## config.mk

```make
export PLATFORM = sky130hd
export DESIGN_NAME = acked_bit_serializer_retry
export DESIGN_NICKNAME = d
export VERILOG_FILES = /design/src/sv/absr_pkg.sv /design/src/sv/acked_bit_serializer_retry.sv
export VERILOG_INCLUDE_DIRS = /design/src /design/src/sv
export SDC_FILE = /design/constraint.sdc
export NUM_CORES = 1
export LEC_CHECK = 0
export BUFFER_PORTS_ARGS = -buffer_cell sky130_fd_sc_hd__buf_4
export CELL_PAD_IN_SITES_DETAIL_PLACEMENT = 1
export CELL_PAD_IN_SITES_GLOBAL_PLACEMENT = 2
export CORE_ASPECT_RATIO = 1.4
export CORE_MARGIN = 2
export CORE_UTILIZATION = 43
export DETAILED_ROUTE_END_ITERATION = 10
export GPL_ROUTABILITY_DRIVEN = 0
export PLACE_DENSITY = 0.9
export RECOVER_POWER = 50
export SLEW_MARGIN = 5
export SYNTH_ARGS = -nofsm -noshare
export SYNTH_HDL_FRONTEND = slang
export SYNTH_SLANG_ARGS = --single-unit
export TNS_END_PERCENT = 5
```

## constraint.sdc

```tcl
create_clock -name clk_i -period 5.7 [get_ports clk_i]
set_input_delay 1.14 -clock clk_i [delete_from_list [all_inputs] [get_ports clk_i]]
set_output_delay 1.14 -clock clk_i [all_outputs]
set_load 0.01 [all_outputs]
```

## src/sv/acked_bit_serializer_retry_defines.svh

```systemverilog
// Assertion helpers shared by the serializer RTL.
`ifndef ACKED_BIT_SERIALIZER_RETRY_DEFINES_SVH
`define ACKED_BIT_SERIALIZER_RETRY_DEFINES_SVH

// Same-cycle implication, disabled while reset is asserted.
`define ABSR_ASSERT_IMP(name, clk, rst_n, ante, cons) \
  name: assert property (@(posedge clk) disable iff (!rst_n) (ante) |-> (cons)) \
    else $error("absr assertion failed");

// Next-cycle implication, disabled while reset is asserted.
`define ABSR_ASSERT_NXT(name, clk, rst_n, ante, cons) \
  name: assert property (@(posedge clk) disable iff (!rst_n) (ante) |=> (cons)) \
    else $error("absr assertion failed");

`endif

```

## src/sv/absr_pkg.sv

```systemverilog
`default_nettype none
package absr_pkg;

  // Word geometry
  localparam int DataBits = 8;
  localparam int BitIdxW  = (DataBits > 1) ? $clog2(DataBits) : 1;

  // Field widths
  localparam int KindW    = 2;
  localparam int ByteW    = 8;
  localparam int SigW     = 2;
  localparam int EventW   = 2;
  localparam int STdataW  = 16;  // data_byte + ack_signal, byte padded
  localparam int MTdataW  = 8;   // bit_value, byte padded
  localparam int TimeW    = 20;
  localparam int LimitW   = 4;
  localparam int GapW     = 16;
  localparam int CfgAddrW = 2;
  localparam int CfgDataW = 20;

  // Input kinds
  localparam logic [KindW-1:0] KindLoad = 2'd0;
  localparam logic [KindW-1:0] KindAck  = 2'd1;
  localparam logic [KindW-1:0] KindTick = 2'd2;

  // Acknowledge signal codes
  localparam logic [SigW-1:0] SigAckA = 2'd1;
  localparam logic [SigW-1:0] SigAckB = 2'd2;

  // Result events
  localparam logic [EventW-1:0] EvSend = 2'd0;
  localparam logic [EventW-1:0] EvDone = 2'd1;
  localparam logic [EventW-1:0] EvErr  = 2'd2;

  // Configuration register indexes
  localparam logic [CfgAddrW-1:0] CfgFirstTimeout = 2'd0;
  localparam logic [CfgAddrW-1:0] CfgRetryTimeout = 2'd1;
  localparam logic [CfgAddrW-1:0] CfgRetryLimit   = 2'd2;
  localparam logic [CfgAddrW-1:0] CfgRetryGap     = 2'd3;

  // Configuration reset values
  localparam logic [TimeW-1:0]  FirstTimeoutRst = 20'd50000;
  localparam logic [TimeW-1:0]  RetryTimeoutRst = 20'd100000;
  localparam logic [LimitW-1:0] RetryLimitRst   = 4'd3;
  localparam logic [GapW-1:0]   RetryGapRst     = 16'd1000;

  // Saturation point of the try counter
  localparam logic [LimitW-1:0] TryMax = '1;

endpackage
`default_nettype wire

```

## src/sv/acked_bit_serializer_retry.sv

```systemverilog
// An accepted transaction passes the input register, then the result register that holds
// its result (if any). Throughput: one input transaction per cycle unless the result stream
// stalls; each item updates the counters and flags in one pass between the two registers.
// Reset (rst_ni low, asynchronous): idle, bit index at the top bit, counters clear,
// configuration back to its default values, both channels empty.
`default_nettype none
`include "acked_bit_serializer_retry_defines.svh"
module acked_bit_serializer_retry (
  input  wire logic                            clk_i,
  input  wire logic                            rst_ni,
  // Input stream
  input  wire logic                            s_axis_tvalid,
  output logic                                 s_axis_tready,
  input  wire logic [absr_pkg::STdataW-1:0]    s_axis_tdata,  // [7:0] data_byte, [9:8] ack_signal
  input  wire logic [absr_pkg::KindW-1:0]      s_axis_tuser,  // [1:0] kind
  // Result stream
  output logic                                 m_axis_tvalid,
  input  wire logic                            m_axis_tready,
  output logic [absr_pkg::MTdataW-1:0]         m_axis_tdata,  // [0] sent_bit
  output logic [absr_pkg::EventW-1:0]          m_axis_tuser,  // [1:0] event_res
  // Configuration write port
  input  wire logic                            cfg_we_i,
  input  wire logic [absr_pkg::CfgAddrW-1:0]   cfg_addr_i,
  input  wire logic [absr_pkg::CfgDataW-1:0]   cfg_wdata_i
);
  import absr_pkg::*;

  typedef enum logic [1:0] {
    PhIdle = 2'd0,
    PhWait = 2'd1,
    PhGap  = 2'd2,
    PhFail = 2'd3
  } phase_e;

  // Configuration registers
  logic [TimeW-1:0]  first_timeout_q, retry_timeout_q;
  logic [LimitW-1:0] retry_limit_q;
  logic [GapW-1:0]   retry_gap_q;

  // Input register
  logic              in_valid_q;
  logic [KindW-1:0]  in_kind_q;
  logic [ByteW-1:0]  in_byte_q;
  logic [SigW-1:0]   in_sig_q;

  // Serializer state
  logic [DataBits-1:0] shift_q, shift_d;
  logic [BitIdxW-1:0]  bit_idx_q, bit_idx_d;
  logic [LimitW-1:0]   try_q, try_d;
  logic [TimeW-1:0]    wait_q, wait_d;
  phase_e              phase_q, phase_d;
  logic                ack_q, ack_d;

  // Result register
  logic              out_valid_q, out_valid_d;
  logic [EventW-1:0] out_event_q, out_event_d;
  logic              out_bit_q, out_bit_d;

  logic advance;
  logic take;
  logic is_ack;
  logic go_complete, go_end_gap;
  logic [LimitW-1:0] try_eff;
  logic [BitIdxW-1:0] idx_next;

  // Pipeline control: the input stage drains when the result slot is free
  assign advance       = !out_valid_q || m_axis_tready;
  assign s_axis_tready = !in_valid_q || advance;
  assign take          = in_valid_q && advance;
  assign is_ack        = (in_sig_q == SigAckA) || (in_sig_q == SigAckB);
  assign idx_next      = bit_idx_q - 1'b1;

  // Next-state logic for one item
  always_comb begin
    shift_d     = shift_q;
    bit_idx_d   = bit_idx_q;
    try_d       = try_q;
    wait_d      = wait_q;
    phase_d     = phase_q;
    ack_d       = ack_q;
    out_valid_d = 1'b0;
    out_event_d = EvSend;
    out_bit_d   = 1'b0;
    go_complete = 1'b0;
    go_end_gap  = 1'b0;
    try_eff     = try_q;

    if (take) begin
      case (in_kind_q)
        KindLoad: begin
          if (phase_q == PhIdle) begin
            shift_d     = DataBits'(in_byte_q);
            bit_idx_d   = BitIdxW'(DataBits - 1);
            try_d       = '0;
            ack_d       = 1'b0;
            wait_d      = first_timeout_q;
            phase_d     = PhWait;
            out_valid_d = 1'b1;
            out_event_d = EvSend;
            out_bit_d   = in_byte_q[DataBits-1];
          end
        end
        KindAck: begin
          if (is_ack) begin
            if (phase_q == PhWait) begin
              go_complete = 1'b1;
            end else if (phase_q == PhGap) begin
              ack_d = 1'b1;
            end
          end
        end
        KindTick: begin
          if (phase_q == PhWait) begin
            if (ack_q) begin
              go_complete = 1'b1;
            end else if (wait_q > TimeW'(1)) begin
              wait_d = wait_q - 1'b1;
            end else begin
              try_eff = (try_q != TryMax) ? try_q + 1'b1 : try_q;
              try_d   = try_eff;
              phase_d = PhGap;
              wait_d  = TimeW'(retry_gap_q);
              go_end_gap = (retry_gap_q == '0);
            end
          end else if (phase_q == PhGap) begin
            if (wait_q > TimeW'(1)) begin
              wait_d = wait_q - 1'b1;
            end else begin
              go_end_gap = 1'b1;
            end
          end
        end
        default: begin
        end
      endcase

      // Bit acknowledged: move to the next bit or finish the word
      if (go_complete) begin
        ack_d       = 1'b0;
        try_d       = '0;
        out_valid_d = 1'b1;
        if (bit_idx_q == '0) begin
          phase_d     = PhIdle;
          wait_d      = '0;
          out_event_d = EvDone;
        end else begin
          bit_idx_d   = idx_next;
          wait_d      = first_timeout_q;
          phase_d     = PhWait;
          out_event_d = EvSend;
          out_bit_d   = shift_q[idx_next];
        end
      end

      // Gap over: resend or give up
      if (go_end_gap) begin
        out_valid_d = 1'b1;
        if (try_eff >= retry_limit_q) begin
          phase_d     = PhFail;
          ack_d       = 1'b0;
          wait_d      = '0;
          out_event_d = EvErr;
        end else begin
          wait_d      = retry_timeout_q;
          phase_d     = PhWait;
          out_event_d = EvSend;
          out_bit_d   = shift_q[bit_idx_q];
        end
      end
    end
  end

  // Control and configuration registers
  always_ff @(posedge clk_i or negedge rst_ni) begin
    if (!rst_ni) begin
      first_timeout_q <= FirstTimeoutRst;
      retry_timeout_q <= RetryTimeoutRst;
      retry_limit_q   <= RetryLimitRst;
      retry_gap_q     <= RetryGapRst;
      in_valid_q      <= 1'b0;
      shift_q         <= '0;
      bit_idx_q       <= BitIdxW'(DataBits - 1);
      try_q           <= '0;
      wait_q          <= '0;
      phase_q         <= PhIdle;
      ack_q           <= 1'b0;
      out_valid_q     <= 1'b0;
    end else begin
      if (cfg_we_i) begin
        unique case (cfg_addr_i)
          CfgFirstTimeout: first_timeout_q <= cfg_wdata_i[TimeW-1:0];
          CfgRetryTimeout: retry_timeout_q <= cfg_wdata_i[TimeW-1:0];
          CfgRetryLimit:   retry_limit_q   <= cfg_wdata_i[LimitW-1:0];
          CfgRetryGap:     retry_gap_q     <= cfg_wdata_i[GapW-1:0];
          default: begin
          end
        endcase
      end
      if (s_axis_tready) begin
        in_valid_q <= s_axis_tvalid;
      end
      shift_q   <= shift_d;
      bit_idx_q <= bit_idx_d;
      try_q     <= try_d;
      wait_q    <= wait_d;
      phase_q   <= phase_d;
      ack_q     <= ack_d;
      if (advance) begin
        out_valid_q <= out_valid_d;
      end
    end
  end

  // Payload registers
  always_ff @(posedge clk_i) begin
    if (s_axis_tvalid && s_axis_tready) begin
      in_kind_q <= s_axis_tuser;
      in_byte_q <= s_axis_tdata[ByteW-1:0];
      in_sig_q  <= s_axis_tdata[ByteW+SigW-1:ByteW];
    end
    if (advance) begin
      out_event_q <= out_event_d;
      out_bit_q   <= out_bit_d;
    end
  end

  assign m_axis_tvalid = out_valid_q;
  assign m_axis_tuser  = out_event_q;
  assign m_axis_tdata  = {(MTdataW-1)'(0), out_bit_q};

  // Checks
  `ABSR_ASSERT_NXT(a_fail_sticks, clk_i, rst_ni, phase_q == PhFail, phase_q == PhFail)
  `ABSR_ASSERT_IMP(a_err_in_fail, clk_i, rst_ni, m_axis_tvalid && (m_axis_tuser == EvErr), phase_q == PhFail)
  `ABSR_ASSERT_IMP(a_ready_when_free, clk_i, rst_ni, !m_axis_tvalid, s_axis_tready)

endmodule
`default_nettype wire
```

* Yosys cells after proc, flatten, opt, wreduce, memory -nomap -nowiden *
Cells that the tools add are included.

word-level totals
  bits in registers = 115
  output and inout port bits = 12

cells by class
  add/subtract/negate cells = 3
  $lt $le $gt $ge = 4
  eq/ne operators = 18
  multiplexer cells = 73
  reduce and logical (&&, ||, !) cells = 22

operators by type and width
  cell                                                         count
  two-way mux 20 bit                                           10
  one-hot mux 20 bit (2 select lines)                          1
  two-way mux 1 bit                                            35
  two-way mux 4 bit                                            8
  > comparator 20 x 1 -> 1 bit (second input constant)         1
  inequality test 4 bit (second input constant)                5
  subtractor 20 x 1 -> 20 bit (second input constant)          1
  two-way mux 2 bit                                            9
  logical NOT 16 bit                                           1
  inequality test 5 bit (second input constant)                3
  two-way mux 3 bit                                            4
  AND reduction 6 bit                                          2
  == test 2 bit (second input constant)                        5
  == test 2 x 1 -> 1 bit (second input constant)               4
  less-than comparator 3 x 4 -> 1 bit (second input constant)  2
  one-hot mux 4 bit (2 select lines)                           1
  AND reduction 2 bit                                          4
  binary-select mux 1 bit (select 3 bit)                       2
  logical NOT 2 bit                                            3
  AND reduction 3 bit                                          2
  adder 4 x 1 -> 4 bit (second input constant)                 1
  >= comparator 4 bit                                          1
  one-hot mux 1 bit (2 select lines)                           2
  one-hot mux 2 bit (2 select lines)                           1
  other kinds (8)                                              12

* Logic depth before layout (Yosys ltp) *
  word-level depth = 10
  mapped depth = 16
  depth with buffers taken out = 14

* Worst setup path before layout *
OpenSTA, ideal clock, no wires.

  path kind = reg-to-reg
  start point = register wait_q[10]
  end point = register out_bit_q, data pin
  setup time = 0.262 ns
  data arrival time = 3.421 ns
  data required time = 5.438 ns
  slack = 2.017 ns
  cell stages (with the launch flop) = 15
  buffers on the path = 2
  period minus slack after synthesis = 3.683 ns
  path through = dfrtp_1 -> nor4_4 -> nand4_4 -> nand2b_4 -> buf_6 -> nor2_1 -> nand2_1 -> mux2_2 -> ha_1 -> nor2_1 -> a211oi_1 -> nor4_4 -> buf_4 -> nor2_1 -> a211oi_2

on the way
  word-level cells in the longest chain between the ends = 9
  elaborated cells on any way between the ends = 16

ends and longest elaborated chain
  what                              RTL line                                                              RTL
  start: declaration                acked_bit_serializer_retry.sv:50                                      logic [TimeW-1:0] wait_q, wait_d;
  start signal: assignment          acked_bit_serializer_retry.sv:205                                     wait_q <= wait_d;
  > comparator 20 x 1 -> 1 bit (*)  acked_bit_serializer_retry.sv:116, acked_bit_serializer_retry.sv:126
  two-way mux 4 bit                 --
  two-way mux 4 bit                 acked_bit_serializer_retry.sv:114                                     if (ack_q) begin
  two-way mux 4 bit                 --
  two-way mux 4 bit                 acked_bit_serializer_retry.sv:89                                      case (in_kind_q)
  two-way mux 4 bit                 acked_bit_serializer_retry.sv:88                                      if (take) begin
  >= comparator 4 bit               acked_bit_serializer_retry.sv:158                                     if (try_eff >= retry_limit_q) begin
  two-way mux 1 bit                 acked_bit_serializer_retry.sv:158
  two-way mux 1 bit (*)             acked_bit_serializer_retry.sv:156                                     if (go_end_gap) begin
  end signal: assignment            acked_bit_serializer_retry.sv:223                                     out_bit_q <= out_bit_d;
  end: declaration                  acked_bit_serializer_retry.sv:57                                      logic out_bit_q, out_bit_d;

Every way passes the cells marked *; elsewhere a longest branch is shown, timed or not. The select of a mux whose other input is x is not followed.
A chain may end at the register's enable or synchronous reset.

==> reports/metrics.sh <==
YOSYSWARNINGS=0
SETUP.WORST_PATH.CLASS='in -> async'
WORSTPATHREQUIRED_PS=6030
GRT_SETUP_UNREPAIRED='no'
SYNTH_ENABLE_FLOP_CELLS=15
POST_SYNTH.CELL_AREA_AVG_UM2=11.5
POWER.INTERNAL_uW=2210
POST-SYNTH-TOP-AREA-CELL='dfrtp_1'
WORST_SETUP_HOLD_PATH_CLK_SLEW_PS=60
MAX_SLEW_MARGIN_PCT=-94.4
LIBRARY_CELLS_USED_BY_SYNTHESIS=64
DESIGN.CORE.AREA_UM2=14300
ROUTED_LENGTH_PER_PLACED_INSTANCE_UM=22.1
DP_HPWL_UM=11600
ANTENNADIODECOUNT=0
CRITICAL_PATH.CELL_CHAIN='clkbuf_1, clkbuf_2'
HP-CLASS='reg -> reg'
CTS.SINK_COUNT=115
CTS_HOLD_BUFFERS=0
REPORT.FINAL.HOLD_VIOL_COUNT=0
HOLD_PATH_DEPTH=1
STD_CELL_ROWS=52
FLOORPLAN.DIE.HEIGHT_UM=147
REG2REG_FROM='phase_q[1]'
CTS-ROOT-BUF='clkbuf_16'
SETUP_VIOLATIONS=0
BUFFER_PORTS.INSERTED=43
LAYOUT_WORST_PATH_CYCLE_SHARE_PCT=71.7
GLOBAL_ROUTE_WIRE_LENGTH_BEFORE_REPAIR_UM=28300
START_UTIL_PCT=43.7
CRIT_FAMILY='buffers and inverters'
DRT-TOTAL-WL_UM=17500
SYN_INST=543
FINAL.MIN_CLOCK_PERIOD_PS=4090
MAXSLEWVIOLCOUNT=53
SWITCHING_FRACTION_OF_TOTAL_POWER_PCT=34.0
CRITPATHSLOWESTCELL='clkbuf_1'
RUN_STATUS='finished, violations left'
GRT_OVERFLOW_TOTAL=0
DESIGN.DIE.AREA_UM2=15500
TNS_PS=0
FINAL.HOLD.WORST_SLACK_PS=487
DRT_PRE_ANTENNA_ITERS=7
ROUTE.DETAILED.DRC=0
FIN_NETS=649
CLOCK_TREE_FROM_TRITONCTS='built'
CLK_PATH_BUF_DEPTH=2
GRT_PASS1_VIAS=5319
P_LEAK_uW=0.00303
RESIZED_CELLS_POST_CTS=0
POWER.IR.VDD_WORST_V=0.000213
SYNTH_TOP_AREA_SHARE_PCT=30.8
FAILED_CHECKS='max-capacitance violations, max-slew violations'
ANTENNA_FOUND_INITIAL=0
SYNTH-ASYNC-RESET-RATIO_PCT=87.0
SYN_AREA_UM2=6260
ANTENNA_VIOLATING_NETS_POST_ROUTE=0
LAYOUT.FILLER_CELLS=1575
P_SEQ_SHARE_PCT=39.1
DRIVE_ABOVE_1_SHARE_PCT=31.9
CLOCK-SKEW-FINAL_PS=10.4
DRT_ITER0_DRC=268
HOLDPATHEND='shift_q[4]'
POWER_DENSITY_OVER_CELL_AREA_nW_PER_UM2=457
TIMING.RR.END='wait_q[10]'
VIAS=4622
CLOCK_POWER_SHARE_PCT=32.9
CRIT_PATH_MAX_INCR_DELAY_PS=2020
WORSTHOLDSTART='in_byte_q[4]'
CP_NUM_BUF_INV=2
GRT_START_MAX_NET_PINS=53
DIE_WIDTH_UM=106
CP_MAX_FO=52
TRACK_USAGE_PCT=23.5
CTS_HTREE_LEVELS=4
P_COMB_SHARE_PCT=28.0
CLK_LATENCY_PS=420
CRIT_END_CATEGORY='asynchronous set/reset pin'
TIMING.MAX_CAP.VIOLATIONS=1
SWITCHINGPOWER_uW=1140
AREA_DELTA_SYNTH_FINAL_PCT=17.1
R2R_SETUP_SLACK_PS=1650
VIAS_PER_CELL=5.85
DP_SLACK_PS=1770
YOSYS-TOP-CELLS-AREA='dfrtp_1 (31%), mux2_2 (13%), dfstp_2 (9.7%), edfxtp_1 (7.2%), ha_1 (3.2%)'
POST-ROUTE-WORST-SETUP-SLACK_PS=1610
POST_CTS_BUFFERS=0
RR_WORST_DEPTH=15
MAXCLOCKFREQUENCY_GHz=0.245
CLOCK_BUFFER_COUNT_FROM_CTS=17
WORST-SLEW-PIN-TRANSITION_PS=2920
CP-START-KIND='primary input'
SYNTH-SEQ-AREA-SHARE_PCT=47.7
POSTSYNTH.TOPFLOPCELL='dfrtp_1'
WORST-ENDPOINT-ARRIVAL_PS=4420
CP_NUM_CELLS=2
BOUNDARYPINS=57
POWER.TOTAL_uW=3350
YS_FF_LATCH=115
==> registers in the layout (all words and copies together), names as in the netlist <==
register         count
m_axis_tvalid        1
retry_gap_q         16
try_q                4
retry_timeout_q     20
in_kind_q            2
first_timeout_q     20
out_bit_q            1
phase_q              2
shift_q              8
in_sig_q             2
in_valid_q           1
wait_q              20
ack_q                1
bit_idx_q            3
retry_limit_q        4
in_byte_q            8
m_axis_tuser         2
==> per-stage QoR <==
step                      std cells  utilization [%]  cell area, um^2
final                           790             51.2             7330
after global routing            790             51.2             7330
after CTS                       790             51.3             7350
after detailed placement        758             47.1             6750
after global placement          758             47.1             6750
after floorplan                 549                -             6280
==> synth_stat cells, types with 6 or more instances <==
| cell | count |
|---|---|
| a21oi_1 | 19 |
| ha_1 | 16 |
| xnor2_1 | 11 |
| a31oi_1 | 6 |
| o21ai_0 | 9 |
| buf_4 | 11 |
| mux2_2 | 73 |
| nand2_1 | 28 |
| dfstp_2 | 23 |
| a22oi_1 | 14 |
| o41ai_1 | 6 |
| o211ai_1 | 13 |
| mux2i_1 | 15 |
| nand3_1 | 11 |
| dfrtp_1 | 77 |
| edfxtp_1 | 15 |
| nand2b_1 | 8 |
| nor4_1 | 9 |
| inv_1 | 38 |
| nor2_1 | 12 |
| nor3_1 | 12 |
| o221ai_1 | 12 |
| clkbuf_1 | 17 |
| and2_1 | 6 |
==> final cells by class <==
class	instances	area (um^2)	area share (%)
repair buffers	53	380	5.19
well taps	189	236	3.23
inverters	38	143	1.95
clock inverters	15	179	2.44
clock buffers	17	425	5.81
flip-flops and latches	115	2980	40.7
multi-input cells	363	2980	40.7
==> metal layers <==
layer | wire length [um] | vias up | track usage, %
li1 | - | 2100 | -
met4 | 537 | 0 | 11.7
met3 | 599 | 34 | 4.44
met1 | 6730 | 2367 | 26.5
met2 | 9580 | 121 | 42.3
met5 | 0 | - | 0
==> power groups by stage <==
stage	clock network [uW]	logic, uW	registers [uW]
6_report	1100	937	1310
5_1_grt	1150	1020	1340
4_1_cts	1110	942	1310
3_5_place_dp	0	907	1310
3_3_place_gp	0	863	1290
2_1_floorplan	0	722	1220
==> cells by family after synthesis <==
logic type | share of synthesized area, %
fa+ha+maj | 3.20
compound gates | 13.7
mux | 17.5
other cells | 0.0599
simple gates | 10.9
flops | 47.7
buf+inv | 5.10
xor+xnor | 1.96
==> cells in the final DEF (no fill, tap or decap), types with 5 or more instances in the layout <==
cell       instances
and2_1             6
nand4_1            5
a21oi_1           18
o221ai_1          12
mux2_2            72
edfxtp_1          15
inv_1             38
a31oi_1            6
o31ai_1            5
nand2b_1           8
nand3_1           11
dfstp_2           23
dfrtp_1           77
o21ai_0            9
a22oi_1           14
conb_1             7
o41ai_1            6
nor2_1            12
nand2_1           28
clkbuf_4          13
o211ai_1          13
ha_1              16
xnor2_1           11
nor4_1             9
clkbuf_16         17
mux2i_1           15
nor3_1            12
buf_4             35
==> how the worst max path moves through the flow <==
stage / start / slack [ps] / to
2_1_floorplan: wait_q[10] / 2020 / out_bit_q
3_3_place_gp: wait_q[10] / 1930 / wait_q[17]
3_5_place_dp: phase_q[1] / 1770 / wait_q[0]
4_1_cts: phase_q[1] / 1640 / wait_q[10]
5_1_grt: rst_ni / 990 / retry_gap_q[13]
6_report: rst_ni / 1610 / retry_gap_q[13]
(Power assumes the default switching activity.)
